### config.mk
export PLATFORM = sky130hd
export DESIGN_NAME = ac_fan_compressor_relay_control_flat
export DESIGN_NICKNAME = d
export VERILOG_FILES = /design/src/sv/acfc_pkg.sv /design/src/sv/acfc_if.sv /design/src/sv/acfc_float_deb.sv /design/src/sv/acfc_temp_track.sv /design/src/sv/acfc_relay.sv /design/src/sv/ac_fan_compressor_relay_control.sv /design/src/flat_wrapper.sv
export SDC_FILE = /design/constraint.sdc
export NUM_CORES = 1
export LEC_CHECK = 0
export ABC_AREA = 1
export BUFFER_PORTS_ARGS = -buffer_cell sky130_fd_sc_hd__buf_2
export CORE_MARGIN = 2
export CORE_UTILIZATION = 50
export DETAILED_ROUTE_END_ITERATION = 7
export PLACE_DENSITY = 0.71
export SYNTH_ARGS = -nofsm -noshare
export SYNTH_HDL_FRONTEND = slang
export SYNTH_SLANG_ARGS = --single-unit
### constraint.sdc
create_clock -name clk_i -period 11.2 [get_ports clk_i]
set_input_delay 0.56 -clock clk_i [delete_from_list [all_inputs] [get_ports clk_i]]
set_output_delay 0.56 -clock clk_i [all_outputs]
set_load 0.01 [all_outputs]
### src/sv/acfc_pkg.sv
`timescale 1ns / 1ps
// Shared types and constants for the AC fan and compressor relay controller.
// Depends on nothing; every other file of the block imports it.
package acfc_pkg;

  // Field widths fixed by the item format.
  localparam int TEMP_IN_W = 12;
  localparam int DEB_W     = 16;
  localparam int DELAY_W   = 18;
  localparam int HYST_W    = 8;
  localparam int RUN_W     = 24;
  localparam int MS_W      = 10;
  localparam int CFG_IDX_W = 32;
  localparam int CFG_DAT_W = 18;

  // Configuration register indexes.
  localparam logic [CFG_IDX_W-1:0] REG_DEBOUNCE_TICKS    = 32'd0;
  localparam logic [CFG_IDX_W-1:0] REG_COMP_ON_DELAY     = 32'd1;
  localparam logic [CFG_IDX_W-1:0] REG_FAN_OFF_DELAY     = 32'd2;
  localparam logic [CFG_IDX_W-1:0] REG_SHORT_CYCLE_DELAY = 32'd3;
  localparam logic [CFG_IDX_W-1:0] REG_HYSTERESIS_HALF   = 32'd4;

  // Configuration reset values.
  localparam logic [DEB_W-1:0]   DEBOUNCE_RST    = 16'd100;
  localparam logic [DELAY_W-1:0] COMP_ON_RST     = 18'd5000;
  localparam logic [DELAY_W-1:0] FAN_OFF_RST     = 18'd5000;
  localparam logic [DELAY_W-1:0] SHORT_CYCLE_RST = 18'd180000;
  localparam logic [HYST_W-1:0]  HYST_RST        = 8'd8;

  // Operating mode codes.
  localparam logic [1:0] MODE_AUTO      = 2'd0;
  localparam logic [1:0] MODE_FAN       = 2'd1;
  localparam logic [1:0] MODE_COOL      = 2'd2;
  localparam logic [1:0] MODE_NO_ACTION = 2'd3;

  // System state codes; only "on" lets the relays run.
  localparam logic [1:0] SYS_ON = 2'd0;

  // Return sensor error codes (-127 C and 85 C in 1/16 C).
  localparam logic signed [TEMP_IN_W-1:0] ERR_LOW_CODE  = -12'sd2032;
  localparam logic signed [TEMP_IN_W-1:0] ERR_HIGH_CODE = 12'sd1360;

  // Power-on return temperature, 24 C.
  localparam int RETURN_TEMP_RST = 384;

  localparam logic [MS_W-1:0]  MS_MAX        = 10'd1023;
  localparam logic [MS_W-1:0]  MS_PER_SECOND = 10'd1000;
  localparam logic [RUN_W-1:0] RUN_MAX       = 24'hFFFFFF;

  // Relay request for one tick, in the order the relays are driven.
  typedef enum logic [2:0] {
    ACT_HOLD,      // nothing requested
    ACT_ALL_OFF,   // fan off, then compressor off
    ACT_FAN_ONLY,  // fan on, then compressor off
    ACT_FAN_HOLD,  // fan on, compressor untouched
    ACT_COOL_ON,   // fan on, then compressor on
    ACT_AUTO_OFF,  // compressor off, then fan off
    ACT_AUTO_ON    // compressor on, then fan on
  } action_e;

  typedef struct packed {
    logic [DELAY_W-1:0] comp_on_delay;
    logic [DELAY_W-1:0] fan_stop_delay;
    logic [DELAY_W-1:0] short_cycle_delay;
  } relay_cfg_t;

  typedef struct packed {
    logic             fan;
    logic             comp;
    logic [RUN_W-1:0] run_seconds;
  } relay_out_t;

endpackage

### src/sv/acfc_if.sv
`timescale 1ns / 1ps
// Valid/ready channel interfaces for the relay controller: input items,
// result items and configuration writes. Depends on acfc_pkg.
interface acfc_in_if;
  import acfc_pkg::*;
  logic                        valid;
  logic                        ready;
  logic                        float_pin_level;
  logic signed [TEMP_IN_W-1:0] return_sample;
  logic signed [TEMP_IN_W-1:0] room_temperature;
  logic signed [TEMP_IN_W-1:0] setpoint;
  logic                        use_room_temperature;
  logic [1:0]                  operating_mode;
  logic [1:0]                  unit_state;
  logic                        alarm_active;
  logic                        link_lockout;

  modport source (
    output valid, float_pin_level, return_sample, room_temperature, setpoint,
           use_room_temperature, operating_mode, unit_state, alarm_active,
           link_lockout,
    input  ready
  );
  modport sink (
    input  valid, float_pin_level, return_sample, room_temperature, setpoint,
           use_room_temperature, operating_mode, unit_state, alarm_active,
           link_lockout,
    output ready
  );
endinterface

interface acfc_out_if;
  import acfc_pkg::*;
  logic             valid;
  logic             ready;
  logic             fan_drive;
  logic             comp_drive;
  logic             float_closed;
  logic [RUN_W-1:0] run_seconds;

  modport source (
    output valid, fan_drive, comp_drive, float_closed, run_seconds,
    input  ready
  );
  modport sink (
    input  valid, fan_drive, comp_drive, float_closed, run_seconds,
    output ready
  );
endinterface

interface acfc_cfg_if;
  import acfc_pkg::*;
  logic                 valid;
  logic                 ready;
  logic [CFG_IDX_W-1:0] index;
  logic [CFG_DAT_W-1:0] wdata;

  modport source (output valid, index, wdata, input ready);
  modport sink (input valid, index, wdata, output ready);
endinterface

### src/sv/acfc_float_deb.sv
`timescale 1ns / 1ps
// Debouncer for the active-low drain float switch.
// Depends on acfc_pkg.
module acfc_float_deb (
  input  logic                       clk_i,
  input  logic                       rst_ni,
  input  logic                       step_i,
  input  logic                       pin_level_i,
  input  logic [acfc_pkg::DEB_W-1:0] debounce_ticks_i,
  output logic                       stable_o
);
  import acfc_pkg::*;

  logic             last_raw_q, last_raw_d;
  logic             stable_q, stable_d;
  logic [DEB_W-1:0] timer_q, timer_d;
  logic [DEB_W-1:0] timer_now;
  logic             closed_now;

  always_comb begin
    closed_now = ~pin_level_i;
    last_raw_d = closed_now;
    // A level change restarts the stability count in this very tick.
    timer_now  = (closed_now != last_raw_q) ? '0 : timer_q;
    stable_d   = (timer_now >= debounce_ticks_i) ? closed_now : stable_q;
    timer_d    = (timer_now == '1) ? timer_now : timer_now + 1'b1;
  end

  assign stable_o = stable_d;

  always_ff @(posedge clk_i or negedge rst_ni) begin
    if (!rst_ni) begin
      last_raw_q <= 1'b0;
      stable_q   <= 1'b0;
      timer_q    <= '0;
    end else if (step_i) begin
      last_raw_q <= last_raw_d;
      stable_q   <= stable_d;
      timer_q    <= timer_d;
    end
  end

endmodule

### src/sv/acfc_temp_track.sv
`timescale 1ns / 1ps
// Keeps the last valid return air temperature, skipping sensor error codes.
// Depends on acfc_pkg.
module acfc_temp_track #(
  parameter int TEMP_BITS = 16
) (
  input  logic                                  clk_i,
  input  logic                                  rst_ni,
  input  logic                                  step_i,
  input  logic signed [acfc_pkg::TEMP_IN_W-1:0] return_sample_i,
  output logic signed [TEMP_BITS-1:0]           ret_temp_o
);
  import acfc_pkg::*;

  logic signed [TEMP_BITS-1:0] temp_q, temp_d;
  logic                        sample_ok;

  always_comb begin
    sample_ok = (return_sample_i != ERR_LOW_CODE) && (return_sample_i != ERR_HIGH_CODE);
    temp_d    = sample_ok ? TEMP_BITS'(return_sample_i) : temp_q;
  end

  assign ret_temp_o = temp_d;

  always_ff @(posedge clk_i or negedge rst_ni) begin
    if (!rst_ni) begin
      temp_q <= TEMP_BITS'(RETURN_TEMP_RST);
    end else if (step_i) begin
      temp_q <= temp_d;
    end
  end

endmodule

### src/sv/acfc_relay.sv
`timescale 1ns / 1ps
// Fan and compressor relay sequencing with delay timers and run-second count.
// Depends on acfc_pkg.
module acfc_relay #(
  parameter int TIMER_BITS = 18
) (
  input  logic                   clk_i,
  input  logic                   rst_ni,
  input  logic                   step_i,
  input  acfc_pkg::action_e      action_i,
  input  logic                   float_stable_i,
  input  acfc_pkg::relay_cfg_t   cfg_i,
  output acfc_pkg::relay_out_t   out_o
);
  import acfc_pkg::*;

  localparam int CMP_TW = (TIMER_BITS > DELAY_W) ? TIMER_BITS : DELAY_W;

  typedef struct packed {
    logic                  fan;
    logic                  comp;
    logic [TIMER_BITS-1:0] since_off;
    logic [TIMER_BITS-1:0] since_fan;
    logic [RUN_W-1:0]      run;
  } rl_t;

  function automatic logic reached(logic [TIMER_BITS-1:0] t, logic [DELAY_W-1:0] d);
    return CMP_TW'(t) >= CMP_TW'(d);
  endfunction

  function automatic logic [TIMER_BITS-1:0] tinc(logic [TIMER_BITS-1:0] t);
    return (t == '1) ? t : t + 1'b1;
  endfunction

  function automatic rl_t drive_comp(rl_t s, logic rq, logic stable, relay_cfg_t c);
    rl_t  r;
    logic want;
    r    = s;
    want = rq & stable;
    if (!want && s.comp) begin
      r.comp      = 1'b0;
      r.since_off = '0;
      r.run       = '0;
    end else if (want && !s.comp && reached(s.since_off, c.short_cycle_delay) &&
                 s.fan && reached(s.since_fan, c.comp_on_delay)) begin
      r.comp = 1'b1;
    end
    return r;
  endfunction

  function automatic rl_t drive_fan(rl_t s, logic want, relay_cfg_t c);
    rl_t r;
    r = s;
    if (want && !s.fan) begin
      r.fan       = 1'b1;
      r.since_fan = '0;
    end else if (!want && s.fan && !s.comp && reached(s.since_off, c.fan_stop_delay)) begin
      r.fan = 1'b0;
    end
    return r;
  endfunction

  logic                  fan_q, comp_q;
  logic [TIMER_BITS-1:0] since_off_q, since_fan_q;
  logic [RUN_W-1:0]      run_q;
  logic [MS_W-1:0]       ms_q, ms_d;
  rl_t                   cur, nxt;
  logic [MS_W-1:0]       ms_inc;

  always_comb begin
    cur = '{fan: fan_q, comp: comp_q, since_off: since_off_q, since_fan: since_fan_q,
            run: run_q};
    nxt = cur;
    case (action_i)
      ACT_ALL_OFF: begin
        nxt = drive_fan(nxt, 1'b0, cfg_i);
        nxt = drive_comp(nxt, 1'b0, float_stable_i, cfg_i);
      end
      ACT_FAN_ONLY: begin
        nxt = drive_fan(nxt, 1'b1, cfg_i);
        nxt = drive_comp(nxt, 1'b0, float_stable_i, cfg_i);
      end
      ACT_FAN_HOLD: begin
        nxt = drive_fan(nxt, 1'b1, cfg_i);
      end
      ACT_COOL_ON: begin
        nxt = drive_fan(nxt, 1'b1, cfg_i);
        nxt = drive_comp(nxt, 1'b1, float_stable_i, cfg_i);
      end
      ACT_AUTO_OFF: begin
        nxt = drive_comp(nxt, 1'b0, float_stable_i, cfg_i);
        nxt = drive_fan(nxt, 1'b0, cfg_i);
      end
      ACT_AUTO_ON: begin
        nxt = drive_comp(nxt, 1'b1, float_stable_i, cfg_i);
        nxt = drive_fan(nxt, 1'b1, cfg_i);
      end
      default: begin
        nxt = cur;
      end
    endcase

    // Millisecond prescaler for the run-second count.
    ms_inc = (ms_q >= MS_MAX) ? MS_MAX : ms_q + 1'b1;
    if (!nxt.comp) begin
      ms_d = '0;
    end else if (ms_inc >= MS_PER_SECOND) begin
      if (nxt.run < RUN_MAX) begin
        nxt.run = nxt.run + 1'b1;
      end
      ms_d = '0;
    end else begin
      ms_d = ms_inc;
    end
  end

  assign out_o = '{fan: nxt.fan, comp: nxt.comp, run_seconds: nxt.run};

  always_ff @(posedge clk_i or negedge rst_ni) begin
    if (!rst_ni) begin
      fan_q       <= 1'b0;
      comp_q      <= 1'b0;
      since_off_q <= '0;
      since_fan_q <= '0;
      run_q       <= '0;
      ms_q        <= '0;
    end else if (step_i) begin
      fan_q       <= nxt.fan;
      comp_q      <= nxt.comp;
      since_off_q <= tinc(nxt.since_off);
      since_fan_q <= tinc(nxt.since_fan);
      run_q       <= nxt.run;
      ms_q        <= ms_d;
    end
  end

endmodule

### src/sv/ac_fan_compressor_relay_control.sv
`timescale 1ns / 1ps
// AC fan and compressor relay controller, one input beat per 1 ms tick.
// A beat taken into the input register moves on into the result register, from
// which its result beat is offered; a stalled sink holds it there.
// Throughput: one beat per cycle unless the sink stalls. The input register and
// result register form a two-stage pipeline; the tick's work sits between them.
// Reset (async, active low) clears the control state and loads register defaults.
module ac_fan_compressor_relay_control #(
  parameter int TIMER_BITS = 18,
  parameter int TEMP_BITS  = 16
) (
  input  logic       clk_i,
  input  logic       rst_ni,
  acfc_in_if.sink    in_i,
  acfc_out_if.source out_o,
  acfc_cfg_if.sink   cfg_i
);
  import acfc_pkg::*;

  // Compare width: holds the setpoint plus or minus the half band.
  localparam int CMP_W = TEMP_BITS + 2;

  // Configuration registers. Writes are taken in every cycle; the user only
  // writes while the pipeline is empty.
  logic [DEB_W-1:0]   debounce_q;
  logic [DELAY_W-1:0] comp_on_q, fan_off_q, short_cycle_q;
  logic [HYST_W-1:0]  hyst_q;

  assign cfg_i.ready = 1'b1;

  always_ff @(posedge clk_i or negedge rst_ni) begin
    if (!rst_ni) begin
      debounce_q    <= DEBOUNCE_RST;
      comp_on_q     <= COMP_ON_RST;
      fan_off_q     <= FAN_OFF_RST;
      short_cycle_q <= SHORT_CYCLE_RST;
      hyst_q        <= HYST_RST;
    end else if (cfg_i.valid) begin
      case (cfg_i.index)
        REG_DEBOUNCE_TICKS:    debounce_q    <= cfg_i.wdata[DEB_W-1:0];
        REG_COMP_ON_DELAY:     comp_on_q     <= cfg_i.wdata;
        REG_FAN_OFF_DELAY:     fan_off_q     <= cfg_i.wdata;
        REG_SHORT_CYCLE_DELAY: short_cycle_q <= cfg_i.wdata;
        REG_HYSTERESIS_HALF:   hyst_q        <= cfg_i.wdata[HYST_W-1:0];
        default: begin
          // Writes to unknown indexes are dropped.
        end
      endcase
    end
  end

  // Input register stage. The tick is processed (and the state advances)
  // when it moves into the result register.
  logic                        in_valid_q;
  logic                        pin_q;
  logic signed [TEMP_IN_W-1:0] return_q, room_q, setpoint_q;
  logic                        use_room_q;
  logic [1:0]                  mode_q, sys_q;
  logic                        alarm_q, lockout_q;
  logic                        out_valid_q;
  logic                        advance;
  logic                        in_take;

  assign advance    = in_valid_q && (!out_valid_q || out_o.ready);
  assign in_i.ready = !in_valid_q || advance;
  assign in_take    = in_i.valid && in_i.ready;

  always_ff @(posedge clk_i or negedge rst_ni) begin
    if (!rst_ni) begin
      in_valid_q <= 1'b0;
    end else if (in_take) begin
      in_valid_q <= 1'b1;
    end else if (advance) begin
      in_valid_q <= 1'b0;
    end
  end

  always_ff @(posedge clk_i) begin
    if (in_take) begin
      pin_q      <= in_i.float_pin_level;
      return_q   <= in_i.return_sample;
      room_q     <= in_i.room_temperature;
      setpoint_q <= in_i.setpoint;
      use_room_q <= in_i.use_room_temperature;
      mode_q     <= in_i.operating_mode;
      sys_q      <= in_i.unit_state;
      alarm_q    <= in_i.alarm_active;
      lockout_q  <= in_i.link_lockout;
    end
  end

  // Debounced float switch and return temperature tracking.
  logic                        float_stable;
  logic signed [TEMP_BITS-1:0] ret_air_temp;

  acfc_float_deb u_float_deb (
    .clk_i            (clk_i),
    .rst_ni           (rst_ni),
    .step_i           (advance),
    .pin_level_i      (pin_q),
    .debounce_ticks_i (debounce_q),
    .stable_o         (float_stable)
  );

  acfc_temp_track #(
    .TEMP_BITS (TEMP_BITS)
  ) u_temp_track (
    .clk_i           (clk_i),
    .rst_ni          (rst_ni),
    .step_i          (advance),
    .return_sample_i (return_q),
    .ret_temp_o      (ret_air_temp)
  );

  // Thermostat decision: which relays to request, and in which order.
  logic signed [CMP_W-1:0] ctrl_temp, on_level, off_level, hyst_ext;
  action_e                 action;

  always_comb begin
    hyst_ext  = $signed({{(CMP_W - HYST_W){1'b0}}, hyst_q});
    on_level  = CMP_W'(setpoint_q) + hyst_ext;
    off_level = CMP_W'(setpoint_q) - hyst_ext;
    ctrl_temp = use_room_q ? CMP_W'(room_q) : CMP_W'(ret_air_temp);

    if (lockout_q || alarm_q || (sys_q != SYS_ON)) begin
      action = ACT_ALL_OFF;
    end else begin
      case (mode_q)
        MODE_FAN: begin
          action = ACT_FAN_ONLY;
        end
        MODE_COOL: begin
          if (ctrl_temp <= off_level) begin
            action = ACT_FAN_ONLY;
          end else if (ctrl_temp >= on_level) begin
            action = ACT_COOL_ON;
          end else begin
            action = ACT_FAN_HOLD;
          end
        end
        MODE_AUTO: begin
          if (ctrl_temp <= off_level) begin
            action = ACT_AUTO_OFF;
          end else if (ctrl_temp >= on_level) begin
            action = ACT_AUTO_ON;
          end else begin
            action = ACT_HOLD;
          end
        end
        MODE_NO_ACTION: begin
          action = ACT_HOLD;
        end
        default: begin
          action = ACT_HOLD;
        end
      endcase
    end
  end

  relay_cfg_t relay_cfg;
  relay_out_t relay_out;

  assign relay_cfg = '{comp_on_delay: comp_on_q, fan_stop_delay: fan_off_q,
                       short_cycle_delay: short_cycle_q};

  acfc_relay #(
    .TIMER_BITS (TIMER_BITS)
  ) u_relay (
    .clk_i          (clk_i),
    .rst_ni         (rst_ni),
    .step_i         (advance),
    .action_i       (action),
    .float_stable_i (float_stable),
    .cfg_i          (relay_cfg),
    .out_o          (relay_out)
  );

  // Result register. It holds a beat while the sink stalls, and the input
  // stage keeps taking beats as long as this register can move on.
  logic             res_fan_q, res_comp_q, res_float_q;
  logic [RUN_W-1:0] res_run_q;

  always_ff @(posedge clk_i or negedge rst_ni) begin
    if (!rst_ni) begin
      out_valid_q <= 1'b0;
    end else if (advance) begin
      out_valid_q <= 1'b1;
    end else if (out_o.ready) begin
      out_valid_q <= 1'b0;
    end
  end

  always_ff @(posedge clk_i) begin
    if (advance) begin
      res_fan_q   <= relay_out.fan;
      res_comp_q  <= relay_out.comp;
      res_float_q <= float_stable;
      res_run_q   <= relay_out.run_seconds;
    end
  end

  assign out_o.valid        = out_valid_q;
  assign out_o.fan_drive    = res_fan_q;
  assign out_o.comp_drive   = res_comp_q;
  assign out_o.float_closed = res_float_q;
  assign out_o.run_seconds  = res_run_q;

endmodule

### src/flat_wrapper.sv
// flat-port wrapper written by rule: the top's interface ports become plain ports
module ac_fan_compressor_relay_control_flat import acfc_pkg::*;
#(
  parameter int TIMER_BITS = 18,
  parameter int TEMP_BITS  = 16
)
  (clk_i, rst_ni, in_i_valid, in_i_float_pin_level, in_i_return_sample, in_i_room_temperature, in_i_setpoint, in_i_use_room_temperature, in_i_operating_mode, in_i_unit_state, in_i_alarm_active, in_i_link_lockout, in_i_ready, out_o_valid, out_o_fan_drive, out_o_comp_drive, out_o_float_closed, out_o_run_seconds, out_o_ready, cfg_i_valid, cfg_i_index, cfg_i_wdata, cfg_i_ready);
  acfc_in_if in_i_i ();
  acfc_out_if out_o_i ();
  acfc_cfg_if cfg_i_i ();
  input  logic clk_i;
  input  logic rst_ni;
  input wire logic [$bits(in_i_i.valid)-1:0] in_i_valid;
  input wire logic [$bits(in_i_i.float_pin_level)-1:0] in_i_float_pin_level;
  input wire logic [$bits(in_i_i.return_sample)-1:0] in_i_return_sample;
  input wire logic [$bits(in_i_i.room_temperature)-1:0] in_i_room_temperature;
  input wire logic [$bits(in_i_i.setpoint)-1:0] in_i_setpoint;
  input wire logic [$bits(in_i_i.use_room_temperature)-1:0] in_i_use_room_temperature;
  input wire logic [$bits(in_i_i.operating_mode)-1:0] in_i_operating_mode;
  input wire logic [$bits(in_i_i.unit_state)-1:0] in_i_unit_state;
  input wire logic [$bits(in_i_i.alarm_active)-1:0] in_i_alarm_active;
  input wire logic [$bits(in_i_i.link_lockout)-1:0] in_i_link_lockout;
  output wire logic [$bits(in_i_i.ready)-1:0] in_i_ready;
  output wire logic [$bits(out_o_i.valid)-1:0] out_o_valid;
  output wire logic [$bits(out_o_i.fan_drive)-1:0] out_o_fan_drive;
  output wire logic [$bits(out_o_i.comp_drive)-1:0] out_o_comp_drive;
  output wire logic [$bits(out_o_i.float_closed)-1:0] out_o_float_closed;
  output wire logic [$bits(out_o_i.run_seconds)-1:0] out_o_run_seconds;
  input wire logic [$bits(out_o_i.ready)-1:0] out_o_ready;
  input wire logic [$bits(cfg_i_i.valid)-1:0] cfg_i_valid;
  input wire logic [$bits(cfg_i_i.index)-1:0] cfg_i_index;
  input wire logic [$bits(cfg_i_i.wdata)-1:0] cfg_i_wdata;
  output wire logic [$bits(cfg_i_i.ready)-1:0] cfg_i_ready;
  assign in_i_i.valid = in_i_valid;
  assign in_i_i.float_pin_level = in_i_float_pin_level;
  assign in_i_i.return_sample = in_i_return_sample;
  assign in_i_i.room_temperature = in_i_room_temperature;
  assign in_i_i.setpoint = in_i_setpoint;
  assign in_i_i.use_room_temperature = in_i_use_room_temperature;
  assign in_i_i.operating_mode = in_i_operating_mode;
  assign in_i_i.unit_state = in_i_unit_state;
  assign in_i_i.alarm_active = in_i_alarm_active;
  assign in_i_i.link_lockout = in_i_link_lockout;
  assign in_i_ready = in_i_i.ready;
  assign out_o_valid = out_o_i.valid;
  assign out_o_fan_drive = out_o_i.fan_drive;
  assign out_o_comp_drive = out_o_i.comp_drive;
  assign out_o_float_closed = out_o_i.float_closed;
  assign out_o_run_seconds = out_o_i.run_seconds;
  assign out_o_i.ready = out_o_ready;
  assign cfg_i_i.valid = cfg_i_valid;
  assign cfg_i_i.index = cfg_i_index;
  assign cfg_i_i.wdata = cfg_i_wdata;
  assign cfg_i_ready = cfg_i_i.ready;
  ac_fan_compressor_relay_control #(.TIMER_BITS(TIMER_BITS), .TEMP_BITS(TEMP_BITS)) u_core (.clk_i(clk_i), .rst_ni(rst_ni), .in_i(in_i_i), .out_o(out_o_i), .cfg_i(cfg_i_i));
endmodule
==> flow_summary.json <==
{
  "startpoint": "u_core.setpoint_q[2]",
  "die_x_um": 189.8,
  "yosys-top-cells-count": "nand2_1 (548), inv_1 (296), o21ai_0 (167)",
  "grt_pass1_vias": 14219,
  "ys_seq_elements": 257,
  "clock-sinks": 257,
  "fin_ws_ps": 4269,
  "antenna_found_initial": 0,
  "cp_common_cell": "nand2_1",
  "slowest_delay_ps": 530,
  "routed_wl_um": 41780,
  "cap_violations": 0,
  "hpwl_um": 31040,
  "cts.htree.levels": 1,
  "syn_nets": 2423,
  "fillerInstances": 3144,
  "finalHoldViolCount": 0,
  "start_util": 0.5035,
  "ant_nets": 0,
  "synthArstFlopShare": 0.7237,
  "placed_cells_incl_taps": 2699,
  "critPathMaxFanout": 60,
  "num_rows": 68,
  "die_h_um": 189.8,
  "finalSetupViolCount": 0,
  "avgSynthCellArea_um2": 7.966,
  "overflow": 0,
  "ys_types": 73,
  "crit_slowest_cell": "buf_4",
  "drv_slew": 0,
  "cts_made_buffers": 30,
  "status": "finished clean",
  "final.setup.tns_ps": 0,
  "holdBufCountCts": 0,
  "vias_per_cell": 5.320,
  "hold_path.class": "input pin to asynchronous set/reset pin",
  "synth_top_cell_by_area": "dfrtp_1",
  "synth.most_common_cell": "nand2_1",
  "dp_slack_ps": 4357,
  "synthesis.instances": 2167,
  "portBuffers": 127,
  "end_kind": "flip-flop",
  "fin_crit_ps": 6931,
  "clock-root-buffer": "clkbuf_16",
  "rsz0062_at_grt": "false",
  "n_antenna_cell": 0,
  "synth-edff-count": 71,
  "insertion_delay_ps": 590,
  "r2r-end": "u_core.out_o.run_seconds[14]",
  "place_congestion": 0.9443,
  "drtIter0Drc": 1094,
  "tightest_slew_ps": 1084,
  "yosysTopAreaCellShare": 0.2334,
  "grt_pass1_wl_um": 69960,
  "layout.cells.non_filler": 2755,
  "synth-main-ff-cell": "dfrtp_1",
  "clk_path_buf_depth": 3,
  "critPathTopFamily": "simple AND/OR/NAND/NOR gates",
  "reg2reg_depth": 38,
  "peakVddDrop_mv": 0.1527,
  "r2r-start": "u_core.setpoint_q[2]",
  "synthToLayoutAreaGrowth_pct": 11.88,
  "critPathBufInv": 4,
  "cts_tree": "yes",
  "utilization": 0.5633,
  "critPathCapture": "u_core.out_o.run_seconds[14]",
  "critPathLaunchType": "flip-flop",
  "drt_pass1_iterations": 5,
  "core_area_mm2": 0.03429,
  "drc": 0,
  "fin_crit_sh": 0.6189,
  "crit_cells": 38,
  "synth.cell_area_mm2": 0.01726,
  "relSlewSlack": 0.2753,
  "fin_hold_ws_ps": 13.15,
  "clk_pin_slew_ps": 60,
  "track_usage": 0.2370,
  "yosys_warnings": 0,
  "vias": 14656,
  "cellLeakagePower_uw": 0.009241,
  "cts-resized-gates": 0,
  "synth_area_leaders": "dfrtp_1 (23%), edfxtp_1 (12%), nand2_1 (12%)",
  "layout-drive-gt1-share": 0.1343,
  "cts_setup_buffers": 0,
  "crit_arrival_ps": 7250,
  "crit_type": "flip-flop to flip-flop",
  "powerDensity_mw_per_mm2": 158.4,
  "ys_seq_area_frac": 0.3949,
  "ios": 129,
  "required_ps": 11510,
  "max_freq_mhz": 144.3,
  "post_drt_wl_per_cell_um": 15.17,
  "finClkSkew_ps": 31.01,
  "fp.dieArea_mm2": 0.03603,
  "grt_max_degree": 95,
  "nNetsFinal": 2532,
  "r2r_slack_ps": 4270
}
[cell usage in the layout, fill, tap and decap left out, drive strengths merged, types with 25 or more instances in the layout]
cell type | synthesis | final
nand2 | 573 | 573
inv | 307 | 306
o21ai | 178 | 178
nor2 | 173 | 173
dfrtp | 161 | 161
ha | 155 | 155
buf | 14 | 132
nand3 | 112 | 112
a21oi | 83 | 83
edfxtp | 71 | 71
xor2 | 58 | 58
clkbuf | 42 | 39
nand4 | 38 | 38
nor3 | 31 | 31
dfstp | 25 | 25
[kinds of logic after synthesis]
group                    after synthesis  synth area share
flip-flops                           257            0.3949
adder cells (fa/ha/maj)              157            0.1147
other                                  1         0.0002172
buffers and inverters                364           0.08197
AO/OA/AOI/OAI                        337            0.1115
multiplexers                           2          0.001160
AND/OR/NAND/NOR                      977            0.2564
XOR/XNOR                              72           0.03914
[through the flow]
stage | instance area (µm²) | total power, µW
final | 19310 | 3059
after global routing | 19310 | 3256
after CTS | 19310 | 3079
after detailed placement | 18270 | 2035
after global placement | 18270 | 2002
after floorplan | 17260 | 1770
[layer usage]
metal  track usage  vias up  wire length, µm
met5             0        -                0
met4       0.06530        0             1046
met3       0.02896       66             1746
met1        0.3255     6925            19600
li1              -     7343                -
met2        0.3966      322            19390
[flip-flops by register name (all words and copies together) (netlist names), 18 cells and up]
signal / cells
u_core.comp_on_q: 18
u_core.u_relay.run_q: 24
u_core.fan_off_q: 18
u_core.u_relay.since_fan_q: 18
u_core.u_relay.since_off_q: 18
u_core.out_o.run_seconds: 24
u_core.short_cycle_q: 18
[cell type report]
type                       count  area (µm²)  share of cell area
clock buffer                  38       812.0             0.04204
tap                          455       569.3             0.02948
timing repair buffer         133       689.4             0.03570
clock inverter                18       231.5             0.01198
inverter                     308        1161             0.06012
multi-input combinational   1546        9032              0.4677
sequential                   257        6818              0.3530
[power by group]
group	total [µW]	leakage, µW	internal [µW]	switching [µW]
clock network	1030	0.000506	627	402
logic	860	0.00563	324	535
registers	1170	0.00311	1060	106
total	3060	0.00924	2020	1040
[worst min-delay path by stage]
stage / startpoint / to / depth (start not counted)
finish: rst_ni / u_core.u_temp_track.temp_q[13] / 1
CTS: rst_ni / u_core.u_temp_track.temp_q[13] / 1
floorplan: rst_ni / u_core.comp_on_q[0] / 0
detailed placement: u_core.u_temp_track.temp_q[14] / u_core.u_temp_track.temp_q[14] / 2
global placement: u_core.u_temp_track.temp_q[10] / u_core.u_temp_track.temp_q[10] / 2
global route: rst_ni / u_core.u_temp_track.temp_q[6] / 1
Power figures use the tool's default switching activity.
